**src/nws_pkg.sv**
```systemverilog
package nws_pkg;

    localparam int PHASE_BITS     = 32;
    localparam int SINE_ADDR_BITS = 10;
    localparam int QUARTER_BITS   = SINE_ADDR_BITS - 2;
    localparam int QUARTER_LEN    = 1 << QUARTER_BITS;

    localparam int STEP_W  = 32;
    localparam int GAIN_W  = 16;
    localparam int DRAW_W  = 4;
    localparam int OUT_W   = 11;
    localparam int SINE_W  = 16;
    localparam int SUM_W   = 18;
    localparam int MAG_W   = 17;
    localparam int NOISE_W = 16;
    localparam int PROD_W  = 33;
    localparam int MIX_W   = 34;

    localparam int REM_W  = 4;
    localparam int FRAC_W = 6;

    localparam int CFG_INDEX_W = 3;
    localparam logic [CFG_INDEX_W-1:0] CFG_LINEAR_PHASE_STEP = 3'd0;
    localparam logic [CFG_INDEX_W-1:0] CFG_TURN_PHASE_STEP   = 3'd1;
    localparam logic [CFG_INDEX_W-1:0] CFG_LINEAR_GAIN       = 3'd2;
    localparam logic [CFG_INDEX_W-1:0] CFG_TURN_GAIN         = 3'd3;

    localparam int STEP_DIV = 10;
    localparam int MUL_ONE  = 10;
    localparam int MUL_23   = 23;
    localparam int MUL_57   = 57;

    localparam logic [31:0] RECIP10       = 32'hCCCC_CCCD;
    localparam int          RECIP10_SHIFT = 35;

    localparam logic [63:0] HALF_PI_Q30 = 64'd1686629713;
    localparam logic [63:0] Q30_ONE     = 64'd1 << 30;

    localparam int DIV3_MUL_W  = 19;
    localparam logic [DIV3_MUL_W-1:0] DIV3_MUL = 19'd349526;
    localparam int DIV3_SHIFT  = 20;
    localparam int DIV3_PROD_W = MAG_W + DIV3_MUL_W;

    localparam int ROUND_SHIFT = 23;
    localparam int STEP_MAX    = 512;

    localparam logic [STEP_W-1:0] LIN_STEP_RESET  = 32'd13671306;
    localparam logic [STEP_W-1:0] TURN_STEP_RESET = 32'd54685222;
    localparam logic [GAIN_W-1:0] LIN_GAIN_RESET  = 16'd59917;
    localparam logic [GAIN_W-1:0] TURN_GAIN_RESET = 16'd14380;

    localparam logic [2:0][47:0] TURN_RESET_Q48 = {
        48'd257796772220111, 48'd79332471535257, 48'd218063015913583
    };

    typedef logic [PHASE_BITS-1:0] phase_t;
    typedef logic [2:0][PHASE_BITS-1:0] incr_set_t;
    typedef logic [QUARTER_LEN:0][14:0] quarter_table_t;
    typedef logic [(1 << REM_W)-1:0][FRAC_W-1:0] frac_table_t;

    typedef struct packed {
        incr_set_t         lin_incr;
        incr_set_t         turn_incr;
        logic [GAIN_W-1:0] lin_gain;
        logic [GAIN_W-1:0] turn_gain;
        logic              busy;
    } cfg_state_t;

    typedef struct packed {
        logic [2:0][SINE_W-1:0] lin_sine;
        logic [2:0][SINE_W-1:0] turn_sine;
        logic                   flip_ok;
    } sine_set_t;

    typedef struct packed {
        logic ld_b;
        logic ld_c;
        logic ld_d;
    } mix_ctrl_t;

    function automatic phase_t step_phase(logic [STEP_W-1:0] step);
        logic [47:0] wide;
        wide = 48'(step);
        return wide[PHASE_BITS-1:0];
    endfunction

    function automatic phase_t incr_of(logic [STEP_W-1:0] step, int mul);
        logic [63:0] s;
        logic [63:0] prod;
        s    = 64'(step_phase(step));
        prod = (s * 64'(mul)) / 64'(STEP_DIV);
        return prod[PHASE_BITS-1:0];
    endfunction

    // Fractional part of a multiple for each remainder of the divide by ten.
    function automatic frac_table_t build_frac(int mul);
        frac_table_t tbl;
        tbl = '0;
        for (int r = 0; r < STEP_DIV; r++) begin
            tbl[r] = FRAC_W'((r * mul) / STEP_DIV);
        end
        return tbl;
    endfunction

    localparam frac_table_t FRAC_23 = build_frac(MUL_23);
    localparam frac_table_t FRAC_57 = build_frac(MUL_57);

    localparam incr_set_t LIN_INCR_RESET = {
        incr_of(LIN_STEP_RESET, MUL_57), incr_of(LIN_STEP_RESET, MUL_23),
        incr_of(LIN_STEP_RESET, MUL_ONE)
    };
    localparam incr_set_t TURN_INCR_RESET = {
        incr_of(TURN_STEP_RESET, MUL_57), incr_of(TURN_STEP_RESET, MUL_23),
        incr_of(TURN_STEP_RESET, MUL_ONE)
    };

    // Quarter-wave sine in Q15 from a Q30 Horner series through the ninth power.
    function automatic quarter_table_t build_quarter();
        quarter_table_t tbl;
        logic [63:0]    x;
        logic [63:0]    x2;
        logic [63:0]    t;
        logic [63:0]    s;
        logic [63:0]    v;
        for (int r = 0; r <= QUARTER_LEN; r++) begin
            x  = (64'(r) * HALF_PI_Q30) >> QUARTER_BITS;
            x2 = (x * x) >> 30;
            t  = Q30_ONE - x2 / 64'd72;
            t  = Q30_ONE - ((x2 * t) >> 30) / 64'd42;
            t  = Q30_ONE - ((x2 * t) >> 30) / 64'd20;
            t  = Q30_ONE - ((x2 * t) >> 30) / 64'd6;
            s  = (x * t) >> 30;
            v  = (s + (64'd1 << 14)) >> 15;
            if (v > 64'd32767) begin
                v = 64'd32767;
            end
            tbl[r] = v[14:0];
        end
        return tbl;
    endfunction

    localparam quarter_table_t SINE_QUARTER = build_quarter();

    function automatic logic [SINE_W-1:0] sine_lookup(phase_t phase);
        logic [SINE_ADDR_BITS-1:0] addr;
        logic [1:0]                quad;
        logic [QUARTER_BITS:0]     r;
        logic [14:0]               mag;
        addr = phase[PHASE_BITS-1 -: SINE_ADDR_BITS];
        quad = addr[SINE_ADDR_BITS-1 -: 2];
        r    = {1'b0, addr[QUARTER_BITS-1:0]};
        if (quad[0]) begin
            r = (QUARTER_BITS + 1)'(QUARTER_LEN) - r;
        end
        mag = SINE_QUARTER[r];
        return quad[1] ? (SINE_W'(0) - {1'b0, mag}) : {1'b0, mag};
    endfunction

endpackage

```
**src/nws_cfg.sv**
```systemverilog
module nws_cfg (
    input  logic                               aclk,
    input  logic                               aresetn,
    input  logic                               cfg_valid,
    output logic                               cfg_ready,
    input  logic [nws_pkg::CFG_INDEX_W-1:0]    cfg_index,
    input  logic [nws_pkg::STEP_W-1:0]         cfg_data,
    output nws_pkg::cfg_state_t                cfg_state
);

    nws_pkg::incr_set_t                  lin_incr_reg;
    nws_pkg::incr_set_t                  turn_incr_reg;
    logic [nws_pkg::GAIN_W-1:0]          lin_gain_reg;
    logic [nws_pkg::GAIN_W-1:0]          turn_gain_reg;
    logic                                busy_reg;
    logic                                target_reg;
    logic                                finish_reg;
    nws_pkg::phase_t                     step_reg;
    nws_pkg::phase_t                     quot_reg;

    logic [63:0]                         recip_prod;
    nws_pkg::phase_t                     quot_next;
    nws_pkg::phase_t                     tens;
    logic [nws_pkg::REM_W-1:0]           rem;
    nws_pkg::phase_t                     incr_23;
    nws_pkg::phase_t                     incr_57;
    nws_pkg::phase_t                     step_s;
    logic                                wr;

    // The step is split into a tenth and a remainder by a reciprocal multiply; the 2.3
    // and 5.7 multiples are the scaled tenth plus a small table entry for the remainder.
    always_comb begin
        recip_prod = 64'(step_reg) * 64'(nws_pkg::RECIP10);
        quot_next  = nws_pkg::phase_t'(recip_prod >> nws_pkg::RECIP10_SHIFT);
        tens       = (quot_reg << 3) + (quot_reg << 1);
        rem        = nws_pkg::REM_W'(step_reg - tens);
        incr_23    = quot_reg * nws_pkg::phase_t'(nws_pkg::MUL_23)
                   + nws_pkg::phase_t'(nws_pkg::FRAC_23[rem]);
        incr_57    = quot_reg * nws_pkg::phase_t'(nws_pkg::MUL_57)
                   + nws_pkg::phase_t'(nws_pkg::FRAC_57[rem]);
        step_s     = nws_pkg::step_phase(cfg_data);
        wr         = cfg_valid && cfg_ready;
    end

    always_ff @(posedge aclk) begin
        if (!aresetn) begin
            lin_incr_reg  <= nws_pkg::LIN_INCR_RESET;
            turn_incr_reg <= nws_pkg::TURN_INCR_RESET;
            lin_gain_reg  <= nws_pkg::LIN_GAIN_RESET;
            turn_gain_reg <= nws_pkg::TURN_GAIN_RESET;
            busy_reg      <= 1'b0;
            target_reg    <= 1'b0;
            finish_reg    <= 1'b0;
        end else if (wr) begin
            unique case (cfg_index)
                nws_pkg::CFG_LINEAR_PHASE_STEP: begin
                    lin_incr_reg[0] <= step_s;
                    step_reg        <= step_s;
                    target_reg      <= 1'b0;
                    finish_reg      <= 1'b0;
                    busy_reg        <= 1'b1;
                end
                nws_pkg::CFG_TURN_PHASE_STEP: begin
                    turn_incr_reg[0] <= step_s;
                    step_reg         <= step_s;
                    target_reg       <= 1'b1;
                    finish_reg       <= 1'b0;
                    busy_reg         <= 1'b1;
                end
                nws_pkg::CFG_LINEAR_GAIN: begin
                    lin_gain_reg <= cfg_data[nws_pkg::GAIN_W-1:0];
                end
                nws_pkg::CFG_TURN_GAIN: begin
                    turn_gain_reg <= cfg_data[nws_pkg::GAIN_W-1:0];
                end
                default: begin
                end
            endcase
        end else if (busy_reg) begin
            if (!finish_reg) begin
                quot_reg   <= quot_next;
                finish_reg <= 1'b1;
            end else begin
                busy_reg   <= 1'b0;
                finish_reg <= 1'b0;
                if (target_reg) begin
                    turn_incr_reg[1] <= incr_23;
                    turn_incr_reg[2] <= incr_57;
                end else begin
                    lin_incr_reg[1] <= incr_23;
                    lin_incr_reg[2] <= incr_57;
                end
            end
        end
    end

    assign cfg_ready           = !busy_reg;
    assign cfg_state.lin_incr  = lin_incr_reg;
    assign cfg_state.turn_incr = turn_incr_reg;
    assign cfg_state.lin_gain  = lin_gain_reg;
    assign cfg_state.turn_gain = turn_gain_reg;
    assign cfg_state.busy      = busy_reg;

endmodule

```
**config.mk**
```make
export PLATFORM = sky130hd
export DESIGN_NAME = nws_cfg
export DESIGN_NICKNAME = d
export VERILOG_FILES = /design/src/nws_pkg.sv /design/src/nws_cfg.sv
export SDC_FILE = /design/constraint.sdc
export NUM_CORES = 2
export LEC_CHECK = 0
export ABC_AREA = 1
export CAP_MARGIN = 20
export CORE_UTILIZATION = 28
export DETAILED_ROUTE_END_ITERATION = 16
export DONT_BUFFER_PORTS = 1
export SYNTH_ARGS = -nofsm -noshare
export SYNTH_HDL_FRONTEND = slang
export SYNTH_SLANG_ARGS = --single-unit
```
**constraint.sdc**
```tcl
create_clock -name aclk -period 6.22 [get_ports aclk]
set_input_delay 0.311 -clock aclk [delete_from_list [all_inputs] [get_ports aclk]]
set_output_delay 0.311 -clock aclk [all_outputs]
set_load 0.02 [all_outputs]
```
; Word level (Yosys, flattened, before mapping)
; Memory sizes are Yosys's and may differ from the RTL's.
; Cells that the tools add are included.
[totals]
regBits = 288
latch_bits = 0
mem_bits_rw = 0
romBits = 192
in_bits = 38
out_inout_bits = 226
n_memories = 2
[op_classes]
addsub = 4
multipliers = 3
n_div = 0
n_lt_le_gt_ge = 1
n_eq_ne = 4
shift = 0
n_mux = 10
bitwise = 3
reduce_logical = 16
[mem_list]
columns = memory, words, word_bits, read_ports, rd_clocked_by_memory_dff, write_ports, line
row1 = (no name shown), 16, 6, 1, 0, 0, nws_cfg.sv:40  ; + nws_pkg::phase_t'(nws_pkg::FRAC_57[rem]);
row2 = (no name shown), 16, 6, 1, 0, 0, nws_cfg.sv:38  ; + nws_pkg::phase_t'(nws_pkg::FRAC_23[rem]);
[op_table]
columns = operator, count
row1 = 32-bit by 6-bit adder with 32-bit output, 2
row2 = 32-bit by 32-bit multiplier with 64-bit output (second input constant), 1
row3 = 29-bit by 5-bit multiplier with 32-bit output (second input constant), 1
row4 = 29-bit by 6-bit multiplier with 32-bit output (second input constant), 1
row5 = 6-bit two-way mux, 2
row6 = 2-bit AND reduction, 6
row7 = 4-bit AND reduction, 3
row8 = 1-bit two-way mux, 7
row9 = 3-bit by 2-bit equality test with 1-bit output (second input constant), 2
row10 = 4-bit by 5-bit less-than comparator with 1-bit output (second input constant), 1
row11 = 4-bit adder, 1
row12 = 2-bit nonzero test, 2
row13 = 4-bit subtractor, 1
row14 = 3-bit by 1-bit equality test with 1-bit output (second input constant), 1
row15 = 3-bit zero test, 1
row16 = 1-bit inverter, 3
row17 = 3-bit AND reduction, 1
row18 = 2-bit inequality test (second input constant), 1
row19 = 1-bit one-hot mux with 2 select lines, 1
row20 = 2-bit OR reduction, 1
row21 = 1-bit logical AND, 1
row22 = 1-bit zero test, 1

; Logic depth before layout (Yosys ltp)
[depth]
word_depth = 5
depth_mapped = 30
depth_no_buf = 30

; Least setup slack after synthesis
; No wires, ideal clock.
[synth_path]
path_kind = register -> register
startpoint = register step_reg[19]
endpoint = register quot_reg[28], data pin
setup_ns = 0.252
arrival_ns = 5.749
required_ns = 5.968
setup_slack_ns = 0.219
stages_incl_launch_ff = 25
path_buffers = 0
period_less_slack_ns = 6.001
path_cell_list = edfxtp_1 > ha_1 > inv_1 > fa_1 > inv_1 > fa_1 > inv_1 > fa_1 > inv_1 > fa_1 > fa_1 > fa_1 > inv_1 > fa_1 > inv_1 > ha_1 > nand2_1 > inv_1 > nand2_1 > nor3_1 > nand2_1 > nor3_1 > nand2_1 > nand3_1 > nand2_1
[synth_via]
elab_chain_len = 1
[synth_rtl]
columns = item, line
row1 = start: declaration, nws_cfg.sv:18  ; nws_pkg::phase_t step_reg;
row2 = start signal: assignment, nws_cfg.sv:58  ; step_reg <= step_s;
row3 = start signal: assignment, nws_cfg.sv:65  ; step_reg <= step_s;
row4 = 32-bit by 32-bit multiplier with 64-bit output, nws_cfg.sv:33  ; recip_prod = 64'(step_reg) * 64'(nws_pkg::RECIP10);
row5 = named net recip_prod[63], nws_cfg.sv:21  ; logic [63:0] recip_prod;
row6 = end signal: assignment, nws_cfg.sv:81  ; quot_reg <= quot_next;
row7 = end: declaration, nws_cfg.sv:19  ; nws_pkg::phase_t quot_reg;
; The timed path passes the listed nets, and every way through them passes these cells.
; A chain may end at the register's enable or synchronous reset.

; Worst setup path in the final report
[layout_path]
startpoint = register step_reg[20]
endpoint = register quot_reg[26], data pin
; The elaborated chain is that of the path after synthesis.

==> out/metrics.csv <==
metric,value,unit
synthFlopType,dfxtp_1,
r2r-end,quot_reg[26],
cts.path.max_buffers,3,
numCtsBuffers,30,
synth_top_family_by_area,adder cells,
r2r_slack,-30,ps
grt_start_max_net_pins,151,
crit_fanout,4,
regArea,6380,um^2
startpoint_type,register,
maxSlewViolCount,0,
vias,30400,
violations,setup timing,
end_kind,register,
clock_skew,36.6,ps
syn_avg_cell_area,8.10,um^2
syn_nets,5594,
drt_pass1_iterations,5,
final_util,33.8,%
grt_pass1_vias,31200,
syn-cell-area,36700,um^2
synth_area_leader_cell,fa_1,
dieArea,133000,um^2
grtUsageTotal,18.6,%
synth_fa_ha_area_share,45.1,%
synth_top_area_share,27.0,%
startpoint,step_reg[20],
grt_pass1_wl,188000,um
fillers,13700,
use_met3,2.44,%
finalCritPeriodShare,100,%
antenna_found_initial,3,
worst_hold_startpoint,cfg_index[0],
finalCriticalPeriod,6250,ps
muxShareOfSynthArea,0,%
synth-compound-area-share,6.27,%
rows,132,
core,130000,um^2
synth-xor-area-share,2.12,%
min_to,lin_gain_reg[11],
synth-edff-count,61,
grt_use_met2,32.3,%
whs_path_depth,4,
cp.required,6580,ps
cts.root.buffer_cell,clkbuf_16,
clkTransAtPathRegs,90,ps
hold_viol_final,0,
die_x,364,um
use_met1,24.0,%
yosysSeqAreaShare,17.4,%
yosysWarnings,0,
worst_pin_slew,1100,ps
htree_levels,1,
wl_per_cell,19.0,um
yosys.area_share.simple,18.1,%
grt_overflow,0,
busiest_layer,met2,
drtAntennaViolNets,0,
synth_seq_cells,288,
layout-drive-gt1-share,13.9,%
setup_tns,-28.9,ps
relSlewSlack,26.4,%
ys_top_cells_by_area,"fa_1 27%, ha_1 18%, dfxtp_1 12%, inv_1 10%, nand2_1 10%",
largest_reg_flops,192,
tritoncts,yes,
fmax,0.160,GHz
status,"complete, but fails checks",
reg2reg_from,step_reg[20],
post-place-ws,-180,ps
crit_type,reg -> reg,
multi_input_area,27700,um^2
grt_setup_unrepaired,true,
hp-class,in -> reg,
hpwl,107000,um
port_buffers,0,
ioPinCount,264,
drv_cap,0,
synthCells,4531,
vias_per_cell,4.58,
synth.distinct_cells,40,
timing.final.ws_setup,-28.9,ps
insertion_delay,630,ps
routed_wl,126000,um
rr_worst_depth,25,
nets,5923,
route.detailed.drc,0,
drt_iter0_drc,1757,
setup_viol,1,
area_growth,19.7,%
gp_congestion,0.976,
die_y,364,um
start_util,28.3,%
numClockSinks,288,
async_reset_ff_share,0,%
crit_arrival,6610,ps
## cell type report
cell class	count	area share, %
diodes	2	0.0114
clock buffers	38	1.96
clock inverters	14	0.362
inverters	990	8.49
multi-input cells	3181	63.0
flip-flops and latches	288	14.5
well taps	1742	4.96
repair buffers	369	6.70
## critical path: stages (launching register included)
cell and delay (ps):
edfxtp_1 490, buf_6 170, ha_4 290, inv_4 40, fa_1 510, inv_2 40, fa_1 510, inv_2 40
fa_1 490, inv_1 50, fa_1 530, fa_1 440, fa_1 510, inv_2 40, fa_2 520, inv_2 40
ha_4 310, nand2_4 100, nor2_4 170, inv_4 70, nor2_4 130, nand2_2 90, nor2_2 150, nand2_2 90
nand3_1 90, nand2_2 60
## cells in the mapped netlist, drive strengths merged, types with 2 or more instances
cell,n
nand3b,8
a21oi,183
o21ai,165
nor3,20
inv,989
o21a,19
a21o,10
nor2,412
dfxtp,227
fa,496
xor2,68
and2,7
or2,7
buf,26
xnor2,21
o22ai,2
ha,529
nor4,6
edfxtp,61
nand2,978
nand4,18
o21bai,41
nand3,187
clkbuf,46
## cell families (layout without fill, tap and decap cells)
kind of cell,count (synthesis),count (layout)
AND/OR/NAND/NOR,1644,1644
buffers and inverters,1062,1411
adder cells (fa/ha/maj),1025,1025
AO/OA/AOI/OAI,423,423
flip-flops,288,288
XOR/XNOR,89,89
other,0,2
## worst max path at each step
stage                    to  slack (ps)
3_5_place_dp   quot_reg[22]        -180
3_3_place_gp   quot_reg[22]        -130
6_report       quot_reg[26]         -30
5_1_grt        quot_reg[26]        -220
4_1_cts        quot_reg[26]         -20
2_1_floorplan  quot_reg[28]         220
## through the flow
step,area [um^2],std cells,hold slack [ps]
finish,43900,6624,87.4
detailed placement,40700,6488,409
floorplan,36700,4531,410
global placement,40700,6488,404
CTS,42400,6586,70.0
global route,43900,6624,98.2
## cell usage in the layout (no fill, tap or decap), types with 52 or more instances in the layout
master	Yosys	layout
fa_1	496	479
inv_1	983	947
a21oi_1	183	146
xor2_1	68	65
buf_4	5	318
nor2_1	410	372
dfxtp_1	227	227
o21ai_0	124	111
nand2_1	977	916
ha_1	529	472
edfxtp_1	61	61
nand3_1	187	183
o21ai_1	41	52
## routing by layer
| metal | wire length, um | vias to the layer above |
|---|---|---|
| met3 | 6980 | 194 |
| met5 | 13 | - |
| met4 | 4190 | 2 |
| li1 | - | 14600 |
| met1 | 54000 | 14700 |
| met2 | 60500 | 871 |
## repair_timing
item / in CTS / in global routing
hold endpoints to repair: 182 / 0
hold buffers: 37 / 0
gates resized for setup: 32 / 317
gates cloned: 0 / 0
pin swaps: 0 / 100
setup endpoints to repair: 28 / 29
buffers inserted: 9 / 36
Power is not shown: default switching activity piles up to over one toggle a cycle in this logic, so the estimate is an artifact.
