### src/nws_pkg.sv
package nws_pkg;

    localparam int PHASE_BITS     = 32;
    localparam int SINE_ADDR_BITS = 10;
    localparam int QUARTER_BITS   = SINE_ADDR_BITS - 2;
    localparam int QUARTER_LEN    = 1 << QUARTER_BITS;

    localparam int STEP_W  = 32;
    localparam int GAIN_W  = 16;
    localparam int DRAW_W  = 4;
    localparam int OUT_W   = 11;
    localparam int SINE_W  = 16;
    localparam int SUM_W   = 18;
    localparam int MAG_W   = 17;
    localparam int NOISE_W = 16;
    localparam int PROD_W  = 33;
    localparam int MIX_W   = 34;

    localparam int REM_W  = 4;
    localparam int FRAC_W = 6;

    localparam int CFG_INDEX_W = 3;
    localparam logic [CFG_INDEX_W-1:0] CFG_LINEAR_PHASE_STEP = 3'd0;
    localparam logic [CFG_INDEX_W-1:0] CFG_TURN_PHASE_STEP   = 3'd1;
    localparam logic [CFG_INDEX_W-1:0] CFG_LINEAR_GAIN       = 3'd2;
    localparam logic [CFG_INDEX_W-1:0] CFG_TURN_GAIN         = 3'd3;

    localparam int STEP_DIV = 10;
    localparam int MUL_ONE  = 10;
    localparam int MUL_23   = 23;
    localparam int MUL_57   = 57;

    localparam logic [31:0] RECIP10       = 32'hCCCC_CCCD;
    localparam int          RECIP10_SHIFT = 35;

    localparam logic [63:0] HALF_PI_Q30 = 64'd1686629713;
    localparam logic [63:0] Q30_ONE     = 64'd1 << 30;

    localparam int DIV3_MUL_W  = 19;
    localparam logic [DIV3_MUL_W-1:0] DIV3_MUL = 19'd349526;
    localparam int DIV3_SHIFT  = 20;
    localparam int DIV3_PROD_W = MAG_W + DIV3_MUL_W;

    localparam int ROUND_SHIFT = 23;
    localparam int STEP_MAX    = 512;

    localparam logic [STEP_W-1:0] LIN_STEP_RESET  = 32'd13671306;
    localparam logic [STEP_W-1:0] TURN_STEP_RESET = 32'd54685222;
    localparam logic [GAIN_W-1:0] LIN_GAIN_RESET  = 16'd59917;
    localparam logic [GAIN_W-1:0] TURN_GAIN_RESET = 16'd14380;

    localparam logic [2:0][47:0] TURN_RESET_Q48 = {
        48'd257796772220111, 48'd79332471535257, 48'd218063015913583
    };

    typedef logic [PHASE_BITS-1:0] phase_t;
    typedef logic [2:0][PHASE_BITS-1:0] incr_set_t;
    typedef logic [QUARTER_LEN:0][14:0] quarter_table_t;
    typedef logic [(1 << REM_W)-1:0][FRAC_W-1:0] frac_table_t;

    typedef struct packed {
        incr_set_t         lin_incr;
        incr_set_t         turn_incr;
        logic [GAIN_W-1:0] lin_gain;
        logic [GAIN_W-1:0] turn_gain;
        logic              busy;
    } cfg_state_t;

    typedef struct packed {
        logic [2:0][SINE_W-1:0] lin_sine;
        logic [2:0][SINE_W-1:0] turn_sine;
        logic                   flip_ok;
    } sine_set_t;

    typedef struct packed {
        logic ld_b;
        logic ld_c;
        logic ld_d;
    } mix_ctrl_t;

    function automatic phase_t step_phase(logic [STEP_W-1:0] step);
        logic [47:0] wide;
        wide = 48'(step);
        return wide[PHASE_BITS-1:0];
    endfunction

    function automatic phase_t incr_of(logic [STEP_W-1:0] step, int mul);
        logic [63:0] s;
        logic [63:0] prod;
        s    = 64'(step_phase(step));
        prod = (s * 64'(mul)) / 64'(STEP_DIV);
        return prod[PHASE_BITS-1:0];
    endfunction

    // Fractional part of a multiple for each remainder of the divide by ten.
    function automatic frac_table_t build_frac(int mul);
        frac_table_t tbl;
        tbl = '0;
        for (int r = 0; r < STEP_DIV; r++) begin
            tbl[r] = FRAC_W'((r * mul) / STEP_DIV);
        end
        return tbl;
    endfunction

    localparam frac_table_t FRAC_23 = build_frac(MUL_23);
    localparam frac_table_t FRAC_57 = build_frac(MUL_57);

    localparam incr_set_t LIN_INCR_RESET = {
        incr_of(LIN_STEP_RESET, MUL_57), incr_of(LIN_STEP_RESET, MUL_23),
        incr_of(LIN_STEP_RESET, MUL_ONE)
    };
    localparam incr_set_t TURN_INCR_RESET = {
        incr_of(TURN_STEP_RESET, MUL_57), incr_of(TURN_STEP_RESET, MUL_23),
        incr_of(TURN_STEP_RESET, MUL_ONE)
    };

    // Quarter-wave sine in Q15 from a Q30 Horner series through the ninth power.
    function automatic quarter_table_t build_quarter();
        quarter_table_t tbl;
        logic [63:0]    x;
        logic [63:0]    x2;
        logic [63:0]    t;
        logic [63:0]    s;
        logic [63:0]    v;
        for (int r = 0; r <= QUARTER_LEN; r++) begin
            x  = (64'(r) * HALF_PI_Q30) >> QUARTER_BITS;
            x2 = (x * x) >> 30;
            t  = Q30_ONE - x2 / 64'd72;
            t  = Q30_ONE - ((x2 * t) >> 30) / 64'd42;
            t  = Q30_ONE - ((x2 * t) >> 30) / 64'd20;
            t  = Q30_ONE - ((x2 * t) >> 30) / 64'd6;
            s  = (x * t) >> 30;
            v  = (s + (64'd1 << 14)) >> 15;
            if (v > 64'd32767) begin
                v = 64'd32767;
            end
            tbl[r] = v[14:0];
        end
        return tbl;
    endfunction

    localparam quarter_table_t SINE_QUARTER = build_quarter();

    function automatic logic [SINE_W-1:0] sine_lookup(phase_t phase);
        logic [SINE_ADDR_BITS-1:0] addr;
        logic [1:0]                quad;
        logic [QUARTER_BITS:0]     r;
        logic [14:0]               mag;
        addr = phase[PHASE_BITS-1 -: SINE_ADDR_BITS];
        quad = addr[SINE_ADDR_BITS-1 -: 2];
        r    = {1'b0, addr[QUARTER_BITS-1:0]};
        if (quad[0]) begin
            r = (QUARTER_BITS + 1)'(QUARTER_LEN) - r;
        end
        mag = SINE_QUARTER[r];
        return quad[1] ? (SINE_W'(0) - {1'b0, mag}) : {1'b0, mag};
    endfunction

endpackage

### src/nws_mix.sv
module nws_mix (
    input  logic                                aclk,
    input  nws_pkg::mix_ctrl_t                  ctrl,
    input  nws_pkg::sine_set_t                  sines,
    input  logic [nws_pkg::GAIN_W-1:0]          lin_gain,
    input  logic [nws_pkg::GAIN_W-1:0]          turn_gain,
    output logic signed [nws_pkg::OUT_W-1:0]    left_count,
    output logic signed [nws_pkg::OUT_W-1:0]    right_count
);

    logic signed [nws_pkg::NOISE_W-1:0] lin_noise_reg;
    logic signed [nws_pkg::NOISE_W-1:0] turn_noise_reg;
    logic signed [nws_pkg::PROD_W-1:0]  lin_prod_reg;
    logic signed [nws_pkg::PROD_W-1:0]  turn_prod_reg;
    logic signed [nws_pkg::OUT_W-1:0]   left_reg;
    logic signed [nws_pkg::OUT_W-1:0]   right_reg;

    logic signed [nws_pkg::NOISE_W-1:0] lin_noise_next;
    logic signed [nws_pkg::NOISE_W-1:0] lin_noise_mean;
    logic signed [nws_pkg::NOISE_W-1:0] turn_noise_next;
    logic signed [nws_pkg::PROD_W-1:0]  lin_prod_next;
    logic signed [nws_pkg::PROD_W-1:0]  turn_prod_next;
    logic signed [nws_pkg::MIX_W-1:0]   diff;
    logic signed [nws_pkg::MIX_W-1:0]   total;

    // Mean of three sines, rounded half away from zero; the divide by three
    // is a multiply by a scaled reciprocal that is exact over this range.
    function automatic logic signed [nws_pkg::NOISE_W-1:0] mean3(
        logic [2:0][nws_pkg::SINE_W-1:0] s
    );
        logic signed [nws_pkg::SUM_W-1:0]   sum;
        logic signed [nws_pkg::SUM_W-1:0]   neg;
        logic [nws_pkg::MAG_W-1:0]          n;
        logic [nws_pkg::DIV3_PROD_W-1:0]    prod;
        logic [nws_pkg::NOISE_W-1:0]        q;
        sum  = nws_pkg::SUM_W'($signed(s[0])) + nws_pkg::SUM_W'($signed(s[1]))
             + nws_pkg::SUM_W'($signed(s[2]));
        neg  = -sum;
        n    = sum[nws_pkg::SUM_W-1] ? nws_pkg::MAG_W'(neg) : nws_pkg::MAG_W'(sum);
        n    = n + nws_pkg::MAG_W'(1);
        prod = nws_pkg::DIV3_PROD_W'(n) * nws_pkg::DIV3_PROD_W'(nws_pkg::DIV3_MUL);
        q    = nws_pkg::NOISE_W'(prod >> nws_pkg::DIV3_SHIFT);
        return sum[nws_pkg::SUM_W-1] ? $signed(nws_pkg::NOISE_W'(0) - q) : $signed(q);
    endfunction

    function automatic logic signed [nws_pkg::OUT_W-1:0] to_steps(
        logic signed [nws_pkg::MIX_W-1:0] v
    );
        logic [nws_pkg::MIX_W-1:0] mag;
        logic [nws_pkg::MIX_W-1:0] rnd;
        logic [nws_pkg::OUT_W-1:0] m;
        mag = v[nws_pkg::MIX_W-1] ? nws_pkg::MIX_W'(-v) : nws_pkg::MIX_W'(v);
        rnd = (mag + (nws_pkg::MIX_W'(1) << (nws_pkg::ROUND_SHIFT - 1)))
            >> nws_pkg::ROUND_SHIFT;
        m   = (rnd > nws_pkg::MIX_W'(nws_pkg::STEP_MAX)) ? nws_pkg::OUT_W'(nws_pkg::STEP_MAX)
                                                          : rnd[nws_pkg::OUT_W-1:0];
        return v[nws_pkg::MIX_W-1] ? $signed(nws_pkg::OUT_W'(0) - m) : $signed(m);
    endfunction

    always_comb begin
        lin_noise_mean  = mean3(sines.lin_sine);
        turn_noise_next = mean3(sines.turn_sine);
        lin_noise_next  = (sines.flip_ok && lin_noise_mean > 0) ? -lin_noise_mean
                                                                : lin_noise_mean;
        lin_prod_next   = $signed({1'b0, lin_gain}) * lin_noise_reg;
        turn_prod_next  = $signed({1'b0, turn_gain}) * turn_noise_reg;
        diff            = nws_pkg::MIX_W'(lin_prod_reg) - nws_pkg::MIX_W'(turn_prod_reg);
        total           = nws_pkg::MIX_W'(lin_prod_reg) + nws_pkg::MIX_W'(turn_prod_reg);
    end

    always_ff @(posedge aclk) begin
        if (ctrl.ld_b) begin
            lin_noise_reg  <= lin_noise_next;
            turn_noise_reg <= turn_noise_next;
        end
        if (ctrl.ld_c) begin
            lin_prod_reg  <= lin_prod_next;
            turn_prod_reg <= turn_prod_next;
        end
        if (ctrl.ld_d) begin
            left_reg  <= to_steps(diff);
            right_reg <= to_steps(total);
        end
    end

    assign left_count  = left_reg;
    assign right_count = right_reg;

endmodule

### config.mk
export PLATFORM = sky130hd
export DESIGN_NAME = nws_mix
export DESIGN_NICKNAME = d
export VERILOG_FILES = /design/src/nws_pkg.sv /design/src/nws_mix.sv
export SDC_FILE = /design/constraint.sdc
export NUM_CORES = 2
export LEC_CHECK = 0
export BUFFER_PORTS_ARGS = -buffer_cell sky130_fd_sc_hd__buf_2
export CAP_MARGIN = 10
export CELL_PAD_IN_SITES_DETAIL_PLACEMENT = 0
export CELL_PAD_IN_SITES_GLOBAL_PLACEMENT = 1
export CORE_MARGIN = 5
export CORE_UTILIZATION = 46
export CTS_BUF_LIST = sky130_fd_sc_hd__clkbuf_4
export CTS_CLUSTER_SIZE = 40
export DETAILED_ROUTE_END_ITERATION = 7
export HOLD_SLACK_MARGIN = 0.1
export PLACE_DENSITY = 0.89
export SYNTH_ARGS = -nofsm -noshare
export SYNTH_HDL_FRONTEND = slang
export SYNTH_SLANG_ARGS = --single-unit
### constraint.sdc
create_clock -name aclk -period 16 [get_ports aclk]
set_input_delay 3.2 -clock aclk [delete_from_list [all_inputs] [get_ports aclk]]
set_output_delay 3.2 -clock aclk [all_outputs]
set_load 0.02 [all_outputs]
# [Word level (Yosys, flattened, before mapping)]
# Cells that the tools add are included.
[classes] n_addsub=19 n_mul=4 order_cmp=3 mux=11 n_reduce_logical=1
[ops] operator="multiplier 17 x 18 -> 35 bit, second input constant" count=2
[ops] operator="adder 34 x 23 -> 34 bit, second input constant" count=2
[ops] operator="two-way mux 34 bit" count=2
[ops] operator="negation 34 bit" count=2
[ops] operator="multiplier 17 x 16 -> 33 bit" count=2
[ops] operator="two-way mux 16 bit" count=3
[ops] operator="two-way mux 11 bit" count=4
[ops] operator="adder 17 x 16 -> 18 bit" count=2
[ops] operator="adder 16 x 16 -> 17 bit" count=2
[ops] operator="adder 17 x 1 -> 17 bit, second input constant" count=2
[ops] operator="adder 33 x 33 -> 34 bit" count=1
[ops] operator="two-way mux 17 bit" count=2
[ops] operator="negation 17 bit" count=2
[ops] operator="subtractor 33 x 33 -> 34 bit" count=1
[ops] operator="subtractor 1 x 16 -> 16 bit, first input constant" count=2
[ops] operator="> comparator 11 x 10 -> 1 bit, second input constant" count=2
[ops] operator="subtractor 1 x 11 -> 11 bit, first input constant" count=2
[ops] operator="> comparator 16 x 1 -> 1 bit, second input constant" count=1
[ops] operator="negation 16 bit" count=1
[ops] operator="logical AND 1 bit" count=1
[totals] reg_bits=120 in_bits=133

# [Logic depth before layout (Yosys ltp)]
[depth] word_depth=11 mapped_depth=58

# [Worst setup path after synthesis]
# No wires, ideal clock.
[synth_path] path_kind="input port to flip-flop" from="input sines[50] (netlist name)" to="register lin_noise_reg[2] (netlist name) (data pin)" setup_ns=0.266 t_arrival_ns=15.036 slack_ns=0.698 stages=55 cell_sequence="inv_1 > fa_1 > inv_1 > ha_1 > fa_1 > a21o_1 > a21oi_1 > o21ai_0 > nand3_1 > nand3_1 > a31oi_1 > or2_2 > clkbuf_1 > clkbuf_1 > a21oi_1 > inv_1 > ha_1 > o21ai_0 > [19 not listed] > a221o_1 > nor3_1 > a211oi_1 > nor2_1 > xor2_1 > ha_1 > nand3_1 > mux2_2 > and3b_1 > a221oi_1 > and3_1 > a221oi_1 > nand4_1 > or4_1 > o21a_1 > buf_2 > nor2b_1 > xnor2_1"
[synth_via] elab_chain_len=11
[synth_rtl] element="start, declared" line_no="nws_mix.sv:4" rtl="input nws_pkg::sine_set_t sines,"
[synth_rtl] element="adder 16 x 16 -> 17 bit (*)" line_no="nws_mix.sv:36" rtl="sum = nws_pkg::SUM_W'($signed(s[0])) + nws_pkg::SUM_W'($signed(s[1]))"
[synth_rtl] element="adder 17 x 16 -> 18 bit (*)" line_no="nws_mix.sv:37" rtl="+ nws_pkg::SUM_W'($signed(s[2]));"
[synth_rtl] element="negation 17 bit" line_no="nws_mix.sv:38" rtl="neg = -sum;"
[synth_rtl] element="two-way mux 17 bit" line_no="nws_mix.sv:39" rtl="n = sum[nws_pkg::SUM_W-1] ? nws_pkg::MAG_W'(neg) : nws_pkg::MAG_W'(sum);"
[synth_rtl] element="adder 17 x 1 -> 17 bit" line_no="nws_mix.sv:40" rtl="n = n + nws_pkg::MAG_W'(1);"
[synth_rtl] element="multiplier 17 x 18 -> 35 bit" line_no="nws_mix.sv:41" rtl="prod = nws_pkg::DIV3_PROD_W'(n) * nws_pkg::DIV3_PROD_W'(nws_pkg::DIV3_MUL);"
[synth_rtl] element="subtractor 1 x 16 -> 16 bit" line_no="nws_mix.sv:43" rtl="return sum[nws_pkg::SUM_W-1] ? $signed(nws_pkg::NOISE_W'(0) - q) : $signed(q);"
[synth_rtl] element="two-way mux 16 bit (*)" line_no="nws_mix.sv:43"
[synth_rtl] element="> comparator 16 x 1 -> 1 bit" line_no="nws_mix.sv:63" rtl="lin_noise_next = (sines.flip_ok && lin_noise_mean > 0) ? -lin_noise_mean"
[synth_rtl] element="logical AND 1 bit" line_no="nws_mix.sv:63"
[synth_rtl] element="two-way mux 16 bit (*)" line_no="nws_mix.sv:63"
[synth_rtl] element="net lin_noise_next, one bit" line_no="nws_mix.sv:18" rtl="logic signed [nws_pkg::NOISE_W-1:0] lin_noise_next;"
[synth_rtl] element="end signal, assigned" line_no="nws_mix.sv:73" rtl="lin_noise_reg <= lin_noise_next;"
[synth_rtl] element="end, declared" line_no="nws_mix.sv:11" rtl="logic signed [nws_pkg::NOISE_W-1:0] lin_noise_reg;"
# Mark *: on every way through the listed nets, which the timed path passes. The rest lies on a longest branch.
# A chain may end at the register's enable or synchronous reset.

# [Worst setup path after layout]
# Same ends and word-level chain as after synthesis.

==> run summary <==
The number of enable-type register cells in the synthesized netlist came out at 120. The detailed-route vias per instance came out at 5.52. In the finished design, the share of the clock period the worst path needs comes to 0.954. The global routing usage summed across all routing layers is 0.204. The post-synthesis async set-or-reset flop share came out at 0.

The summed instance area of the synthesized netlist came out at 42000 um^2. The number of buffers inserted by hold repair at cts is 0. The number of hold violations in the final report is 0. The wire length of the first global-routing pass is 167 mm.

Setup repair after global routing left no endpoint under its margin. The portion of synthesized cell area occupied by the leading cell type came out at 0.281. The library cells used most frequently in the layout, excluding fill and tap cells, are sky130_fd_sc_hd__inv_1, sky130_fd_sc_hd__ha_1, sky130_fd_sc_hd__fa_1, sky130_fd_sc_hd__nand2_1, sky130_fd_sc_hd__and2_1.

The CTS tree is built. The number of nets still failing antenna checks after routing is 0. The run finished with clean final reports. The layout overhead on the synthesized area came out at 5.12%.

Synthesis instantiated 127 different standard cells from the library. The data arrival at the endpoint of the critical path is 15.63 ns. The number of global-route vias before repair was 34354. In this design, the critical path's most frequently occurring cell is sky130_fd_sc_hd__inv_1. The clock skew is 0.0280 ns. The final critical path time including I/O delays and setup is 15.26 ns.

Clock latency on the worst-skew pair, taken at its later pin, is 0.64 ns. The number of synthesized register bits came out at 120. Data on the critical path is required at its endpoint by 16.38 ns. The initial core utilization is 0.465. The area enclosed by the die boundary is 97300 um^2. The die boundary width came out at 312 um. By area the synthesized netlist is led by sky130_fd_sc_hd__fa_1, sky130_fd_sc_hd__ha_1, sky130_fd_sc_hd__edfxtp_1. The number of nets in the layout is 6159. The detailed-routed wire length on met3 came out at 4.58 mm.

Clock tree synthesis selected as its root buffer the cell sky130_fd_sc_hd__clkbuf_4. The maximum level of the CTS H-tree is 4. The detailed router placed 33304 vias in this run. The highest metal layer used by the detailed router is met5. The weighted congestion at the end of routability-driven global placement came out at 0.929. The highest attainable clock frequency is 0.0655 GHz. STA classifies the critical path endpoint as a flop. The average instance area after synthesis came out at 8.77 um^2.

Of all cell types, the one taking the most synthesized area is sky130_fd_sc_hd__fa_1. The count of maximum capacitance violations is 0. The final-report setup violation count came out at 0. For this design, the slowest cell found on the critical path is sky130_fd_sc_hd__or4_1.

After legalization and detailed placement, the total HPWL measured 84.1 mm. Headroom to the max-slew limit came out at 0.276. For this run, the slowest stage of the critical path takes 0.60 ns. For the final routed database, the setup TNS stands at 0 ns. The filler cell count in the final layout is 8617. The largest driver fanout on the critical path is 13. The DRC violation count after routing is 0.

The average wire per standard cell came out at 16.5 um. TritonCTS created 17 clock buffers. The core outline area came out at 90300 um^2. The category of the critical setup timing path is in2reg. The floorplan step set the die height to 312 um. The synthesized netlist net count came out at 6101. Yosys printed 0 warnings. After clock tree synthesis, the setup repair step added 0 buffers. The number of max-slew violations in the final report came out at 0. The initial antenna violation count came out at 7. The standard-cell row count is 110. The transition time at the pin with the least slew margin came out at 1.06 ns. The largest net degree at the start of global routing is 67.

For this run, the detailed router's first-pass iteration total came to 6. The number of port buffers is 154. The routed length on met1 came out at 43.1 mm. The detailed-routed wire length on met2 came out at 49.4 mm. The post-synthesis instance total is 4783. The sequential-to-total area share from yosys stat is 0.0859. The detailed router finished its first iteration with 1801 violations. Clock-pin slew was measured on the worst setup and hold paths at 0.10 ns. The overflow left after global routing is 0. The sink count of the clock tree came out at 120.

For this run, the leading register cell type out of synthesis is sky130_fd_sc_hd__edfxtp_1. The min-delay analysis places its worst path in the category reg2reg. The number of top-level design ports came out at 155.

The leading cell type in the layout, fill and taps excluded is sky130_fd_sc_hd__inv_1. The buffer depth of the longest clock path is 2. The sum of routed wire length over all layers came out at 99.5 mm. The kind of launch point of the worst setup path is an input pin. The fraction of layout instances using a drive strength above 1 is 0.0637.
-- repair_timing --
| action | in CTS | in global routing |
|---|---|---|
| hold endpoints to repair | 0 | 0 |
| resized for setup | 0 | 2 |
| setup endpoints to repair | 0 | 8 |
-- final timing paths --
check | slack [ns] | to | startpoint | cells past startpoint
worst max-delay path | 0.74 | lin_noise_reg[2] | sines[50] | 54
worst min-delay path | 1.08 | lin_prod_reg[0] | lin_noise_reg[0] | 1
worst max register to register | 7.97 | right_count[8] | lin_prod_reg[3] | 27
worst min register to register | 1.08 | lin_prod_reg[0] | lin_noise_reg[0] | 1
-- critical path: cells and delay by family --
family / cells / cell delay (ns)
muxes: 1 / 0.37
and+or+nand+nor: 16 / 3.78
xor gates and xnor gates: 5 / 0.80
adders and majority gates: 11 / 3.74
buffers and inverters: 9 / 0.64
AOI/OAI and AO/OA: 12 / 3.06
-- cells by family after synthesis --
family,count (synthesis),synth area share
XOR/XNOR,262,0.0556
flip-flops,120,0.0859
AND/OR/NAND/NOR,1413,0.173
buffers and inverters,1011,0.0926
adder cells (fa/ha/maj),1186,0.459
multiplexers,33,0.00811
AO/OA/AOI/OAI,758,0.126
-- cell usage after synthesis, types with 37 or more instances --
master,count
sky130_fd_sc_hd__inv_1,871
sky130_fd_sc_hd__a21oi_1,176
sky130_fd_sc_hd__xor2_1,70
sky130_fd_sc_hd__and2_1,232
sky130_fd_sc_hd__nor2_1,225
sky130_fd_sc_hd__nor3_1,84
sky130_fd_sc_hd__fa_1,589
sky130_fd_sc_hd__a21o_1,65
sky130_fd_sc_hd__nand2_1,453
sky130_fd_sc_hd__nand3_1,79
sky130_fd_sc_hd__or3_1,37
sky130_fd_sc_hd__nand2b_1,59
sky130_fd_sc_hd__xnor2_1,188
sky130_fd_sc_hd__ha_1,596
sky130_fd_sc_hd__nor2b_1,38
sky130_fd_sc_hd__clkbuf_1,99
sky130_fd_sc_hd__edfxtp_1,120
sky130_fd_sc_hd__o21ai_0,130
-- cell type report --
cell class              instances  area, um^2  area share
diodes                          2        5.00    0.000113
repair buffers                177         943      0.0214
clock buffers                  19         143     0.00323
inverters                     873        3280      0.0743
flip-flops and latches        120        3600      0.0817
multi-input cells            3652       34500       0.782
clock inverters                11         180     0.00409
well taps                    1176        1470      0.0334
-- per-layer routing --
metal / track usage / vias up
met5: 0 / -
met4: 0.0585 / 6
met3: 0.0221 / 142
met2: 0.368 / 824
met1: 0.261 / 16386
li1: - / 15946
-- per-stage QoR --
step	hold WS, ns	setup slack (ns)	std cells	cell area (um^2)	util
global route	1.13	0.0158	6029	44100	0.488
global placement	1.03	0.344	5998	43800	0.485
CTS	1.08	0.840	6028	44100	0.488
floorplan	0.599	0.698	4783	42000	-
finish	1.08	0.742	6030	44100	0.488
detailed placement	1.05	0.139	5998	43800	0.485
Power is not shown: default switching activity piles up to over one toggle a cycle in this logic, so the estimate is an artifact.
